[config.mk]
export PLATFORM = sky130hd
export DESIGN_NAME = page_frame_replacement
export DESIGN_NICKNAME = d
export VERILOG_FILES = /design/src/rtl/core/pfr_pkg.sv /design/src/rtl/core/page_frame_replacement.sv /design/src/rtl/core/pfr_cell.sv /design/src/rtl/core/pfr_rem.sv
export SDC_FILE = /design/constraint.sdc
export NUM_CORES = 1
export LEC_CHECK = 0
export BUFFER_PORTS_ARGS = -buffer_cell sky130_fd_sc_hd__clkbuf_2
export CAP_MARGIN = 20
export CORE_ASPECT_RATIO = 2
export CORE_UTILIZATION = 55
export CTS_CLUSTER_DIAMETER = 40
export DETAILED_ROUTE_END_ITERATION = 8
export MAX_ROUTING_LAYER = met4
export PLACE_DENSITY = 0.78
export SYNTH_ARGS = -nofsm -noshare
export SYNTH_HDL_FRONTEND = slang
export SYNTH_HIERARCHICAL = 1
export SYNTH_SLANG_ARGS = --single-unit
[constraint.sdc]
create_clock -name clk -period 41.7 [get_ports clk]
set_input_delay 8.34 -clock clk [delete_from_list [all_inputs] [get_ports clk]]
set_output_delay 8.34 -clock clk [all_outputs]
set_load 0.05 [all_outputs]
[src/rtl/core/pfr_pkg.sv]
// Package: shared types, codes and constants for the page frame replacement block
`default_nettype none
package pfr_pkg;

    localparam int PAGE_W         = 20;
    localparam int FIDX_W         = 4;
    localparam int LFSR_W         = 16;
    localparam int CFG_DATA_W     = 16;
    localparam int CFG_INDEX_W    = 2;
    localparam int FIU_W          = 5;
    localparam int FRAMES_DEF     = 16;
    localparam int STAMP_BITS_DEF = 32;

    localparam logic [LFSR_W-1:0] LFSR_TAPS  = 16'hB400;
    localparam logic [LFSR_W-1:0] SEED_RESET = 16'd44257;
    localparam logic [FIU_W-1:0]  FIU_RESET  = 5'd16;

    typedef enum logic [1:0] {
        POL_RANDOM = 2'd0,
        POL_FIFO   = 2'd1,
        POL_LRU    = 2'd2,
        POL_CLOCK  = 2'd3
    } policy_t;

    typedef enum logic [CFG_INDEX_W-1:0] {
        CFG_POLICY = 2'd0,
        CFG_FRAMES = 2'd1,
        CFG_SEED   = 2'd2,
        CFG_SPARE  = 2'd3
    } cfg_index_t;

    typedef enum logic [1:0] {
        CLR_NONE = 2'd0,
        CLR_SPAN = 2'd1,
        CLR_WRAP = 2'd2,
        CLR_ALL  = 2'd3
    } clr_kind_t;

    typedef enum logic [2:0] {
        ST_IDLE,
        ST_SCAN,
        ST_DECIDE,
        ST_MOD,
        ST_APPLY,
        ST_DONE
    } state_t;

    typedef struct packed {
        logic [PAGE_W-1:0] page;
        logic              valid;
        logic              dirty;
        logic              ref_bit;
    } frame_flags_t;

endpackage
`default_nettype wire

[src/rtl/core/page_frame_replacement.sv]
// Top level: page frame replacement unit built as a rotating row of frame cells
//
// Usage:
//   Input channel (in_valid / in_stall) carries one access word: access_page and
//   is_write. Output channel (out_valid / out_stall) returns one result word per
//   access: hit, frame_index, evicted, evicted_page, writeback.
//   Configuration is written through cfg_wr_en / cfg_index / cfg_data while idle;
//   a seed write reloads the random-mode LFSR at once.
//   Sequence: one full rotation of the cell row to search, a decide step, one
//   full rotation to update and a load of the output register; a random
//   eviction first runs the bit-serial remainder unit before the update.
//   The block returns to idle after the load and then takes the next access.
//   The block works on one access at a time and takes the next access while
//   the previous result still waits in the output register.
//   Reset clears every valid, dirty and reference bit, the clock hand, the stamp
//   counter and the fill count, and loads the LFSR with its reset seed.
//   While the receiver stalls, the result word holds; a finished access waits
//   in its last state until the output register is free.
`default_nettype none
module page_frame_replacement
    import pfr_pkg::*;
#(
    parameter int FRAMES     = FRAMES_DEF,
    parameter int STAMP_BITS = STAMP_BITS_DEF
)
(
    input  wire logic                   clk,
    input  wire logic                   rst_n,
    input  wire logic                   cfg_wr_en,
    input  wire logic [CFG_INDEX_W-1:0] cfg_index,
    input  wire logic [CFG_DATA_W-1:0]  cfg_data,
    input  wire logic                   in_valid,
    output logic                        in_stall,
    input  wire logic [PAGE_W-1:0]      access_page,
    input  wire logic                   is_write,
    output logic                        out_valid,
    input  wire logic                   out_stall,
    output logic                        hit,
    output logic [FIDX_W-1:0]           frame_index,
    output logic                        evicted,
    output logic [PAGE_W-1:0]           evicted_page,
    output logic                        writeback
);

    localparam int IDX_W = (FRAMES > 1) ? $clog2(FRAMES) : 1;
    localparam int CNT_W = $clog2(FRAMES+1);

    // configuration
    policy_t          policy_reg;
    logic [FIU_W-1:0] fiu_reg;
    logic [LFSR_W-1:0] lfsr_reg;
    logic [CNT_W-1:0] n_act;

    // control
    state_t state_reg, state_next;
    logic [IDX_W-1:0] idx_reg;
    logic             idx_last;
    logic             in_range;
    logic             in_take;
    logic             go_apply;
    logic             out_load;

    // access context
    logic [PAGE_W-1:0]     page_reg;
    logic                  wr_reg;
    logic [IDX_W-1:0]      h0_reg;
    logic [IDX_W-1:0]      hand_reg;
    logic [STAMP_BITS-1:0] stamp_cnt_reg;
    logic [STAMP_BITS-1:0] stamp_val_reg;
    logic [CNT_W-1:0]      filled_reg;

    // search results
    logic                  hit_found_reg, free_found_reg, hi_found_reg, any_found_reg;
    logic [IDX_W-1:0]      hit_idx_reg, free_idx_reg, hi_idx_reg, any_idx_reg, min_idx_reg;
    logic [STAMP_BITS-1:0] min_stamp_reg;

    // decision
    logic [IDX_W-1:0] f_reg;
    logic             evict_reg;
    clr_kind_t        clr_reg;
    logic [IDX_W-1:0] clk_victim;
    logic [LFSR_W-1:0] lfsr_step;
    logic             rem_start;
    logic             rem_done;
    logic [IDX_W-1:0] rem_value;

    // captured victim
    logic [PAGE_W-1:0] old_page_reg;
    logic              old_dirty_reg;

    // output register
    logic              out_valid_reg;
    logic              out_hit_reg;
    logic [FIDX_W-1:0] out_fidx_reg;
    logic              out_evict_reg;
    logic [PAGE_W-1:0] out_page_reg;
    logic              out_wb_reg;

    // cell row
    frame_flags_t          flags_q [FRAMES];
    logic [STAMP_BITS-1:0] stamp_q [FRAMES];
    frame_flags_t          head_flags;
    logic [STAMP_BITS-1:0] head_stamp;
    logic                  shift;
    logic                  ge_h0, lt_f, clr_hit;

    // clamp the frame count to 1..FRAMES
    always_comb
    begin
        if (fiu_reg == '0)
        begin
            n_act = CNT_W'(1);
        end
        else if (32'(fiu_reg) > FRAMES)
        begin
            n_act = CNT_W'(FRAMES);
        end
        else
        begin
            n_act = CNT_W'(fiu_reg);
        end
    end

    assign idx_last  = (idx_reg == IDX_W'(FRAMES-1));
    assign in_range  = (CNT_W'(idx_reg) < n_act);
    assign in_take   = in_valid && !in_stall;
    assign in_stall  = (state_reg != ST_IDLE);
    assign shift     = (state_reg == ST_SCAN) || (state_reg == ST_APPLY);
    assign lfsr_step = lfsr_reg[0] ? ((lfsr_reg >> 1) ^ LFSR_TAPS) : (lfsr_reg >> 1);
    assign clk_victim = hi_found_reg ? hi_idx_reg : (any_found_reg ? any_idx_reg : h0_reg);
    assign out_load  = (state_reg == ST_DONE) && (!out_valid_reg || !out_stall);

    // build the cell row; the last cell takes the possibly updated head
    for (genvar k = 0; k < FRAMES; k++)
    begin : g_cell
        frame_flags_t          nb_flags;
        logic [STAMP_BITS-1:0] nb_stamp;
        if (k == FRAMES-1)
        begin : g_tail
            assign nb_flags = head_flags;
            assign nb_stamp = head_stamp;
        end
        else
        begin : g_mid
            assign nb_flags = flags_q[k+1];
            assign nb_stamp = stamp_q[k+1];
        end
        pfr_cell #(
            .STAMP_BITS (STAMP_BITS)
        ) u_cell (
            .clk       (clk),
            .rst_n     (rst_n),
            .shift     (shift),
            .flags_in  (nb_flags),
            .stamp_in  (nb_stamp),
            .flags_out (flags_q[k]),
            .stamp_out (stamp_q[k])
        );
    end

    // update the head frame as it passes during the apply rotation
    assign ge_h0 = (idx_reg >= h0_reg);
    assign lt_f  = (idx_reg < f_reg);
    always_comb
    begin
        case (clr_reg)
            CLR_SPAN: clr_hit = ge_h0 && lt_f;
            CLR_WRAP: clr_hit = ge_h0 || lt_f;
            CLR_ALL:  clr_hit = 1'b1;
            default:  clr_hit = 1'b0;
        endcase
    end

    always_comb
    begin
        head_flags = flags_q[0];
        head_stamp = stamp_q[0];
        if ((state_reg == ST_APPLY) && in_range)
        begin
            if (clr_hit)
            begin
                head_flags.ref_bit = 1'b0;
            end
            if (idx_reg == f_reg)
            begin
                if (hit_found_reg)
                begin
                    head_flags.ref_bit = 1'b1;
                    head_flags.dirty   = flags_q[0].dirty | wr_reg;
                    if (policy_reg != POL_FIFO)
                    begin
                        head_stamp = stamp_val_reg;
                    end
                end
                else
                begin
                    head_flags.page    = page_reg;
                    head_flags.valid   = 1'b1;
                    head_flags.dirty   = wr_reg;
                    head_flags.ref_bit = 1'b1;
                    head_stamp         = stamp_val_reg;
                end
            end
        end
    end

    pfr_rem #(
        .FRAMES (FRAMES)
    ) u_rem (
        .clk       (clk),
        .rst_n     (rst_n),
        .start     (rem_start),
        .dividend  (lfsr_step),
        .divisor   (n_act),
        .done      (rem_done),
        .remainder (rem_value)
    );

    // state register
    always_ff @(posedge clk or negedge rst_n)
    begin
        if (!rst_n)
        begin
            state_reg <= ST_IDLE;
        end
        else
        begin
            state_reg <= state_next;
        end
    end

    // next state
    always_comb
    begin
        state_next = state_reg;
        rem_start  = 1'b0;
        go_apply   = 1'b0;
        case (state_reg)
            ST_IDLE:
            begin
                if (in_take)
                begin
                    state_next = ST_SCAN;
                end
            end
            ST_SCAN:
            begin
                if (idx_last)
                begin
                    state_next = ST_DECIDE;
                end
            end
            ST_DECIDE:
            begin
                if (!hit_found_reg && !free_found_reg && (policy_reg == POL_RANDOM))
                begin
                    rem_start  = 1'b1;
                    state_next = ST_MOD;
                end
                else
                begin
                    go_apply   = 1'b1;
                    state_next = ST_APPLY;
                end
            end
            ST_MOD:
            begin
                if (rem_done)
                begin
                    go_apply   = 1'b1;
                    state_next = ST_APPLY;
                end
            end
            ST_APPLY:
            begin
                if (idx_last)
                begin
                    state_next = ST_DONE;
                end
            end
            ST_DONE:
            begin
                if (out_load)
                begin
                    state_next = ST_IDLE;
                end
            end
            default:
            begin
                state_next = ST_IDLE;
            end
        endcase
    end

    // configuration, LFSR, hand, stamp counter, fill count
    always_ff @(posedge clk or negedge rst_n)
    begin
        if (!rst_n)
        begin
            policy_reg    <= POL_LRU;
            fiu_reg       <= FIU_RESET;
            lfsr_reg      <= SEED_RESET;
            hand_reg      <= '0;
            stamp_cnt_reg <= '0;
            filled_reg    <= '0;
        end
        else
        begin
            if (cfg_wr_en)
            begin
                case (cfg_index)
                    CFG_POLICY: policy_reg <= policy_t'(cfg_data[1:0]);
                    CFG_FRAMES: fiu_reg    <= cfg_data[FIU_W-1:0];
                    CFG_SEED:   lfsr_reg   <= cfg_data[LFSR_W-1:0];
                    default:    ;
                endcase
            end
            else if (rem_start)
            begin
                lfsr_reg <= lfsr_step;
            end
            if ((state_reg == ST_DECIDE) && !hit_found_reg && !free_found_reg
                && (policy_reg == POL_CLOCK))
            begin
                if (CNT_W'(clk_victim) + 1'b1 < n_act)
                begin
                    hand_reg <= clk_victim + 1'b1;
                end
                else
                begin
                    hand_reg <= '0;
                end
            end
            if ((state_reg == ST_DECIDE) && !hit_found_reg && free_found_reg
                && (filled_reg < CNT_W'(FRAMES)))
            begin
                filled_reg <= filled_reg + 1'b1;
            end
            if (go_apply && !(hit_found_reg && (policy_reg == POL_FIFO)))
            begin
                stamp_cnt_reg <= stamp_cnt_reg + 1'b1;
            end
        end
    end

    // rotation index
    always_ff @(posedge clk or negedge rst_n)
    begin
        if (!rst_n)
        begin
            idx_reg <= '0;
        end
        else if (shift)
        begin
            idx_reg <= idx_last ? '0 : idx_reg + 1'b1;
        end
    end

    // access context and search results
    always_ff @(posedge clk)
    begin
        if (in_take)
        begin
            page_reg       <= access_page;
            wr_reg         <= is_write;
            h0_reg         <= (CNT_W'(hand_reg) < n_act) ? hand_reg : '0;
            hit_found_reg  <= 1'b0;
            free_found_reg <= 1'b0;
            hi_found_reg   <= 1'b0;
            any_found_reg  <= 1'b0;
        end
        else if ((state_reg == ST_SCAN) && in_range)
        begin
            if (flags_q[0].valid && (flags_q[0].page == page_reg) && !hit_found_reg)
            begin
                hit_found_reg <= 1'b1;
                hit_idx_reg   <= idx_reg;
            end
            if (!flags_q[0].valid && !free_found_reg)
            begin
                free_found_reg <= 1'b1;
                free_idx_reg   <= idx_reg;
            end
            if ((idx_reg == '0) || (stamp_q[0] < min_stamp_reg))
            begin
                min_stamp_reg <= stamp_q[0];
                min_idx_reg   <= idx_reg;
            end
            if (!flags_q[0].ref_bit)
            begin
                if (!any_found_reg)
                begin
                    any_found_reg <= 1'b1;
                    any_idx_reg   <= idx_reg;
                end
                if (ge_h0 && !hi_found_reg)
                begin
                    hi_found_reg <= 1'b1;
                    hi_idx_reg   <= idx_reg;
                end
            end
        end
    end

    // pick the target frame
    always_ff @(posedge clk)
    begin
        if (state_reg == ST_DECIDE)
        begin
            evict_reg <= !hit_found_reg && !free_found_reg;
            clr_reg   <= CLR_NONE;
            if (hit_found_reg)
            begin
                f_reg <= hit_idx_reg;
            end
            else if (free_found_reg)
            begin
                f_reg <= free_idx_reg;
            end
            else if (policy_reg == POL_CLOCK)
            begin
                f_reg <= clk_victim;
                if (hi_found_reg)
                begin
                    clr_reg <= CLR_SPAN;
                end
                else if (any_found_reg)
                begin
                    clr_reg <= CLR_WRAP;
                end
                else
                begin
                    clr_reg <= CLR_ALL;
                end
            end
            else
            begin
                f_reg <= min_idx_reg;
            end
        end
        else if ((state_reg == ST_MOD) && rem_done)
        begin
            f_reg <= rem_value;
        end
        if (go_apply)
        begin
            stamp_val_reg <= stamp_cnt_reg;
        end
        // capture the victim before it is overwritten
        if ((state_reg == ST_APPLY) && (idx_reg == f_reg))
        begin
            old_page_reg  <= evict_reg ? flags_q[0].page : '0;
            old_dirty_reg <= evict_reg ? flags_q[0].dirty : 1'b0;
        end
    end

    // output register
    always_ff @(posedge clk or negedge rst_n)
    begin
        if (!rst_n)
        begin
            out_valid_reg <= 1'b0;
        end
        else if (out_load)
        begin
            out_valid_reg <= 1'b1;
        end
        else if (out_valid_reg && !out_stall)
        begin
            out_valid_reg <= 1'b0;
        end
    end

    always_ff @(posedge clk)
    begin
        if (out_load)
        begin
            out_hit_reg   <= hit_found_reg;
            out_fidx_reg  <= FIDX_W'(f_reg);
            out_evict_reg <= evict_reg;
            out_page_reg  <= old_page_reg;
            out_wb_reg    <= old_dirty_reg;
        end
    end

    assign out_valid    = out_valid_reg;
    assign hit          = out_hit_reg;
    assign frame_index  = out_fidx_reg;
    assign evicted      = out_evict_reg;
    assign evicted_page = out_page_reg;
    assign writeback    = out_wb_reg;

`ifndef SYNTHESIS
    a_fill_bound: assert property (@(posedge clk) disable iff (!rst_n)
        filled_reg <= CNT_W'(FRAMES))
        else $error("fill count past frame count");

    a_hit_no_evict: assert property (@(posedge clk) disable iff (!rst_n)
        out_valid && hit |-> !evicted)
        else $error("hit reported with eviction");

    a_no_evict_clean: assert property (@(posedge clk) disable iff (!rst_n)
        out_valid && !evicted |-> (evicted_page == '0) && !writeback)
        else $error("victim fields set without eviction");

    a_idle_aligned: assert property (@(posedge clk) disable iff (!rst_n)
        (state_reg == ST_IDLE) |-> (idx_reg == '0))
        else $error("cell row not aligned while idle");

    a_done_to_out: assert property (@(posedge clk) disable iff (!rst_n)
        out_load |=> out_valid)
        else $error("finished access not presented");
`endif

endmodule
`default_nettype wire

[src/rtl/core/pfr_cell.sv]
// One frame cell of the rotating frame table
`default_nettype none
module pfr_cell
    import pfr_pkg::*;
#(
    parameter int STAMP_BITS = STAMP_BITS_DEF
)
(
    input  wire logic                  clk,
    input  wire logic                  rst_n,
    input  wire logic                  shift,
    input  wire frame_flags_t          flags_in,
    input  wire logic [STAMP_BITS-1:0] stamp_in,
    output frame_flags_t               flags_out,
    output logic [STAMP_BITS-1:0]      stamp_out
);

    logic                  valid_reg;
    logic                  dirty_reg;
    logic                  ref_reg;
    logic [PAGE_W-1:0]     page_reg;
    logic [STAMP_BITS-1:0] stamp_reg;

    // take the neighbor's control bits on a shift
    always_ff @(posedge clk or negedge rst_n)
    begin
        if (!rst_n)
        begin
            valid_reg <= 1'b0;
            dirty_reg <= 1'b0;
            ref_reg   <= 1'b0;
        end
        else if (shift)
        begin
            valid_reg <= flags_in.valid;
            dirty_reg <= flags_in.dirty;
            ref_reg   <= flags_in.ref_bit;
        end
    end

    // take the neighbor's page and stamp on a shift
    always_ff @(posedge clk)
    begin
        if (shift)
        begin
            page_reg  <= flags_in.page;
            stamp_reg <= stamp_in;
        end
    end

    assign flags_out.page    = page_reg;
    assign flags_out.valid   = valid_reg;
    assign flags_out.dirty   = dirty_reg;
    assign flags_out.ref_bit = ref_reg;
    assign stamp_out         = stamp_reg;

endmodule
`default_nettype wire

[src/rtl/core/pfr_rem.sv]
// Bit-serial remainder of the LFSR value by the active frame count
`default_nettype none
module pfr_rem
    import pfr_pkg::*;
#(
    parameter int FRAMES = FRAMES_DEF
)
(
    input  wire logic                         clk,
    input  wire logic                         rst_n,
    input  wire logic                         start,
    input  wire logic [LFSR_W-1:0]            dividend,
    input  wire logic [$clog2(FRAMES+1)-1:0]  divisor,
    output logic                              done,
    output logic [((FRAMES>1)?$clog2(FRAMES):1)-1:0] remainder
);

    localparam int CNT_W  = $clog2(FRAMES+1);
    localparam int IDX_W  = (FRAMES > 1) ? $clog2(FRAMES) : 1;
    localparam int STEP_W = $clog2(LFSR_W+1);

    logic              busy_reg;
    logic [STEP_W-1:0] step_reg;
    logic [LFSR_W-1:0] dvd_reg;
    logic [CNT_W-1:0]  rem_reg;
    logic [CNT_W:0]    trial;

    // shift in one dividend bit, subtract when it fits
    assign trial = {rem_reg, dvd_reg[LFSR_W-1]};
    assign done  = busy_reg && (step_reg == '0);

    always_ff @(posedge clk or negedge rst_n)
    begin
        if (!rst_n)
        begin
            busy_reg <= 1'b0;
            step_reg <= '0;
        end
        else if (start)
        begin
            busy_reg <= 1'b1;
            step_reg <= STEP_W'(LFSR_W);
        end
        else if (done)
        begin
            busy_reg <= 1'b0;
        end
        else if (busy_reg)
        begin
            step_reg <= step_reg - 1'b1;
        end
    end

    always_ff @(posedge clk)
    begin
        if (start)
        begin
            dvd_reg <= dividend;
            rem_reg <= '0;
        end
        else if (busy_reg && (step_reg != '0))
        begin
            dvd_reg <= {dvd_reg[LFSR_W-2:0], 1'b0};
            if (trial >= {1'b0, divisor})
            begin
                rem_reg <= CNT_W'(trial - {1'b0, divisor});
            end
            else
            begin
                rem_reg <= CNT_W'(trial);
            end
        end
    end

    assign remainder = IDX_W'(rem_reg);

endmodule
`default_nettype wire

# ---- Yosys cells after proc, flatten, opt, wreduce, memory -nomap -nowiden
# Cells that the tools add are included.
dict set report totals {
  mem_bits_rw 0
  mem_bits_ro 0
  register_bits 1142
  in_bits 44
  latch_bits 0
  output_inout_bits 29
  n_memories 0
}
dict set report classes {
  shift 0
  add_sub_neg 6
  mul 0
  bitwise_logic 6
  n_eq_ne 23
  order_cmp 8
  div 0
  mux 49
  n_reduce_logical 63
}
# operator n
set ops {}
lappend ops {{two-way mux 32 bit} 4}
lappend ops {{two-way mux 16 bit} 6}
lappend ops {{two-way mux 23 bit} 2}
lappend ops {{two-way mux 4 bit} 9}
lappend ops {{adder 32 x 1 -> 32 bit (second input constant)} 1}
lappend ops {{< comparator 32 bit} 1}
lappend ops {{two-way mux 5 bit} 6}
lappend ops {{logical AND 1 bit} 21}
lappend ops {{two-way mux 21 bit} 1}
lappend ops {{equality test 20 bit} 1}
lappend ops {{two-way mux 3 bit} 6}
lappend ops {{case mux 3 bit (6 select lines)} 1}
lappend ops {{AND reduction 2 bit} 7}
lappend ops {{!= test 2 bit (second input constant)} 6}
lappend ops {{AND reduction 3 bit} 4}
lappend ops {{nonzero test 2 bit} 6}
lappend ops {{two-way mux 1 bit} 11}
lappend ops {{zero test 5 bit} 2}
lappend ops {{< comparator 4 x 5 -> 1 bit} 2}
lappend ops {{adder 4 x 1 -> 4 bit (second input constant)} 2}
lappend ops {{equality test 2 bit (second input constant)} 4}
lappend ops {{zero test 1 bit} 8}
lappend ops {{AND reduction 4 bit} 2}
lappend ops {{equality test 2 x 1 -> 1 bit (second input constant)} 3}
lappend ops {{other kinds (29)} 39}

# ---- Depth between registers and ports, before layout
dict set report depth {
  ltp_word 7
  ltp_mapped 12
}

# ---- Modules after synthesis
# Netlist, hierarchy kept.
# mod n_inst cells_per_inst seq_area_each_um2 area_each_um2
set modules_own_cells {}
lappend modules_own_cells {pfr_cell 16 61 1636.6 1692.9}
lappend modules_own_cells {page_frame_replacement 1 813 6693.9 11081.9}
lappend modules_own_cells {pfr_rem 1 123 730.7 1478.9}

# ---- Least setup slack after synthesis
# No wires, ideal clock.
dict set report synth_timing {
  path_kind {register to register}
  start {register state_reg[0]}
  end {register g_cell[0].u_cell.dirty_reg}
  slack_ns -0.147
  t_arrival_ns 41.646
  path_stages_with_launch 5
  setup_time_ns 0.201
  required_ns 41.499
  cell_sequence {dfrtp_1 -> clkbuf_1 -> xnor2_1 -> nor2_1 -> mux2_2}
}
dict set report synth_between {
  elab_chain_cells 2
  word_cells_on_any_way 3
}
# element line_no
set synth_rtl {}
lappend synth_rtl {{from (decl)} page_frame_replacement.sv:55} ;# state_t state_reg, state_next;
lappend synth_rtl {{from (signal assigned)} page_frame_replacement.sv:228} ;# state_reg <= state_next;
lappend synth_rtl {{equality test 3 x 1 -> 1 bit / equality test 3 bit (equally long branches)} page_frame_replacement.sv:128} ;# assign shift = (state_reg == ST_SCAN) || (state_reg == ST_APPLY);
lappend synth_rtl {{logical OR 1 bit (*)} page_frame_replacement.sv:128}
lappend synth_rtl {{net shift} page_frame_replacement.sv:104} ;# logic shift;
lappend synth_rtl {{to (signal assigned)} pfr_cell.sv:36} ;# dirty_reg <= flags_in.dirty;
lappend synth_rtl {{to (decl)} pfr_cell.sv:19} ;# logic dirty_reg;
# The timed path passes the listed nets; every way through them passes the cells marked *.
# A chain may end at the register's enable or synchronous reset.

# ---- Worst setup path after layout
dict set report layout_timing {
  start {register state_reg[1]}
  end {output in_stall}
}
dict set report layout_between {
  elab_chain_cells 1
}
# element line_no
set layout_rtl {}
lappend layout_rtl {{nonzero test 3 bit} page_frame_replacement.sv:127} ;# assign in_stall = (state_reg != ST_IDLE);
lappend layout_rtl {{to (decl)} page_frame_replacement.sv:33} ;# output logic in_stall,
# Every way passes these cells.

==> impl_results.md <==
* H-tree depth at 3
* # IOs at 73
* Die Wd at approximately 190 um
* Die Area at 73200 um^2
* Post-CTS setup buffers at 0
* YS warnings at 6
* Post-synthesis cell type count at 69
* Vias in the first global route at 17044
* CP Launch Type: register
* Met3 Use GR at 0.0280
* Clock Sinks at about 1100
* Layout cell share with drive strength beyond 1 at 0.190
* Post-synthesis register bit count at 1142
* CTS tree: done
* Max rail drop VDD at 0.0000760 V
* Post-CTS Hold Buffers at 0
* Hold Fails Final Rpt at 0
* Core Region at 71000 um^2
* Top cell type's share of synthesized area at 0.766
* GP Congestion at 0.848
* Top_reg_cell synth: edfxtp_1
* Drt drc at 0
* CP cell instances: nor2_1, nand2_1, clkbuf_2
* Via total after detailed routing at 16398
* PwrDens at 83.1 nW/um^2
* Min-delay src: g_cell[1].u_cell/stamp_out[16]$_DFFE_PP_
* Setup Viol. Count Final at 0
* Busiest grt layer: met2
* Synthesized area at 39600 um^2
* Clock-pin slew on the worst setup and hold paths at 70 ps
* CP Depth at 3
* Clk root buf: clkbuf_16
* Area growth syn-to-layout at 11.2%
* Critical path's largest stage delay at 490 ps
* Worst Hold Depth at 0
* Tightest Pin Transition at 1340 ps
* Delay-heaviest family, CP: flip-flops
* Type of the worst setup path: reg2out
* Final Util at 0.621
* Reg area at ~34000 um^2
* Max Cap Viol at 0
* Most common cell after layout, fill and taps aside: edfxtp_1
* Max reg flops at roughly 500
* Final worst slack at 31600 ps
* Pleak at 0.0164 uW
* Worst Reg-to-Reg Cells at 8
* Rows at 138
* Fmax achieved at about 0.099 GHz
* Mapped Nets at 2014
* Final period utilization at 0.242
* DR pass1 iterations at 5
* Most frequent cells in the layout: edfxtp_1 (1012), dfrtp_1 (111), clkbuf_16 (93)
* Crit end category: output port
* Total GRT Usage at 0.189
* Reg2reg start: state_reg[0]$_DFFE_PN0P_
* Die Ht at 382 um
* Met2 usage at 0.312
* Port Buffer Count at 72
* Reg2Reg Setup Slack at roughly 36000 ps
* Filler cells at 4600
* Synthesized area per cell at 20.7 um^2
* DP HPWL at 38000 um
* CP max FO at 10
* Final min period at 10100 ps
* Post-Synthesis Cells at ~1900
* First-pass GRT wire length at slightly below 100000 um
* Global-route met1 utilization at 0.231
* Worst Hold End: g_cell[0].u_cell/stamp_out[16]$_DFFE_PP_
* Max Root-Sink Buffers at 3
* WP buf/inv at 1
* R2r endpoint: g_cell[1].u_cell/page_reg[1]$_DFFE_PP_
* Pin count of the biggest net entering global routing at ~100
* CTS buffer count at ~90
* NumNets Final at 2122
* Area of the multi-input gates at 5250 um^2
* Cell with the largest stage delay on the worst path: dfrtp_1
* Worst Skew at 44.2 ps
* Clock latency on the worst-skew pair at ~690 ps
* Largest cells by area after synthesis: edfxtp_1 (77%), dfrtp_1 (7.0%), mux2_2 (2.2%)
* Antenna Nets Post-Route at 0
* Final Max Tran Viols at 0
* Outcome: finished clean
* Vias per inst at 5.45
* RSZ-0062 raised after global routing: false
* Crit path DAT at around 1800 ps
* Wire per inst at 21.5 um
* Final wirelength at roughly 65000 um
* DRT iter0 DRCs at 1173
* Relative max-transition margin at 0.0968
* Required time worst endpoint at 33360 ps
* Grt ovf at 0
* Register area share after synthesis at 0.848
* Min-delay worst type: reg2reg
* Final TNS setup at 0 ps
* Dpl ws at 31280 ps
* CTS-repair resized insts at 0
* Starting density of the core at 0.559
* Post-synth EDFFs at 1012
* Asr flop ratio synth at 0.106
* Antenna violations before repair at 3
* Synth area leader: edfxtp_1
[metal layers]
| layer | vias up | share of wire | routed length (um) |
|---|---|---|---|
| li1 | 7467 | - | - |
| met3 | 123 | 0.037 | 2380 |
| met2 | 389 | 0.52 | 33500 |
| met5 | - | 0 | 0 |
| met4 | 0 | 0.040 | 2620 |
| met1 | 8419 | 0.40 | 26100 |
[stage by stage]
stage          hold slack [ps]  total power, uW  instance area, um^2  std cells
2_1_floorplan              400             2920                39600       1912
3_3_place_gp               401             2710                40700       2831
3_5_place_dp               405             2750                40700       2831
4_1_cts                    400             3700                44000       3002
5_1_grt                    407             3830                44100       3010
6_report                   393             3670                44100       3010
[cell usage after synthesis (all sizes together), types with 21 or more instances]
cell type and n:
a21oi 38, and2 30, buf 66, dfrtp 111, edfxtp 1012, ha 57, inv 65, mux2 126
mux2i 26, nand2 52, nand3 27, nor2 47, o21ai 21, xnor2 26, xor2 36
[how the worst max path moves through the flow]
stage | from | to | slack (ps)
5_1_grt | state_reg[1]$_DFFE_PN0P_ | in_stall | 31500
3_3_place_gp | in_valid | any_idx_reg[0]$_DFFE_PP_ | 31380
4_1_cts | state_reg[1]$_DFFE_PN0P_ | in_stall | 31560
6_report | state_reg[1]$_DFFE_PN0P_ | in_stall | 31600
3_5_place_dp | in_valid | any_idx_reg[0]$_DFFE_PP_ | 31280
2_1_floorplan | state_reg[0]$_DFFE_PN0P_ | g_cell[0].u_cell/dirty_reg$_DFFE_PN0P_ | 15840
[report_power, final]
group	switching (uW)	leakage [uW]	internal (uW)
Combinational	380	0.00318	147
Sequential	203	0.0116	2020
Clock	413	0.00155	502
Total	996	0.0164	2670
[final cells by class]
class                   instances  area share
repair buffers                 93      0.0138
well taps                     910      0.0258
clock inverters                63      0.0185
diodes                          3    0.000170
clock buffers                 108      0.0550
inverters                      65     0.00553
multi-input cells             626       0.119
flip-flops and latches       1142       0.762
[cell families (layout without fill, tap and decap cells)]
logic type               after synthesis  in the layout  share of synthesized area
AO/OA/AOI/OAI                        117            117                     0.0202
XOR/XNOR                              62             62                     0.0137
adder cells (fa/ha/maj)               58             58                     0.0185
flip-flops                          1142           1142                      0.848
buffers and inverters                144            329                     0.0211
multiplexers                         152            152                     0.0469
other                                  0              3                          0
AND/OR/NAND/NOR                      237            237                     0.0319
No activity file was read; power rests on OpenSTA's default activity.
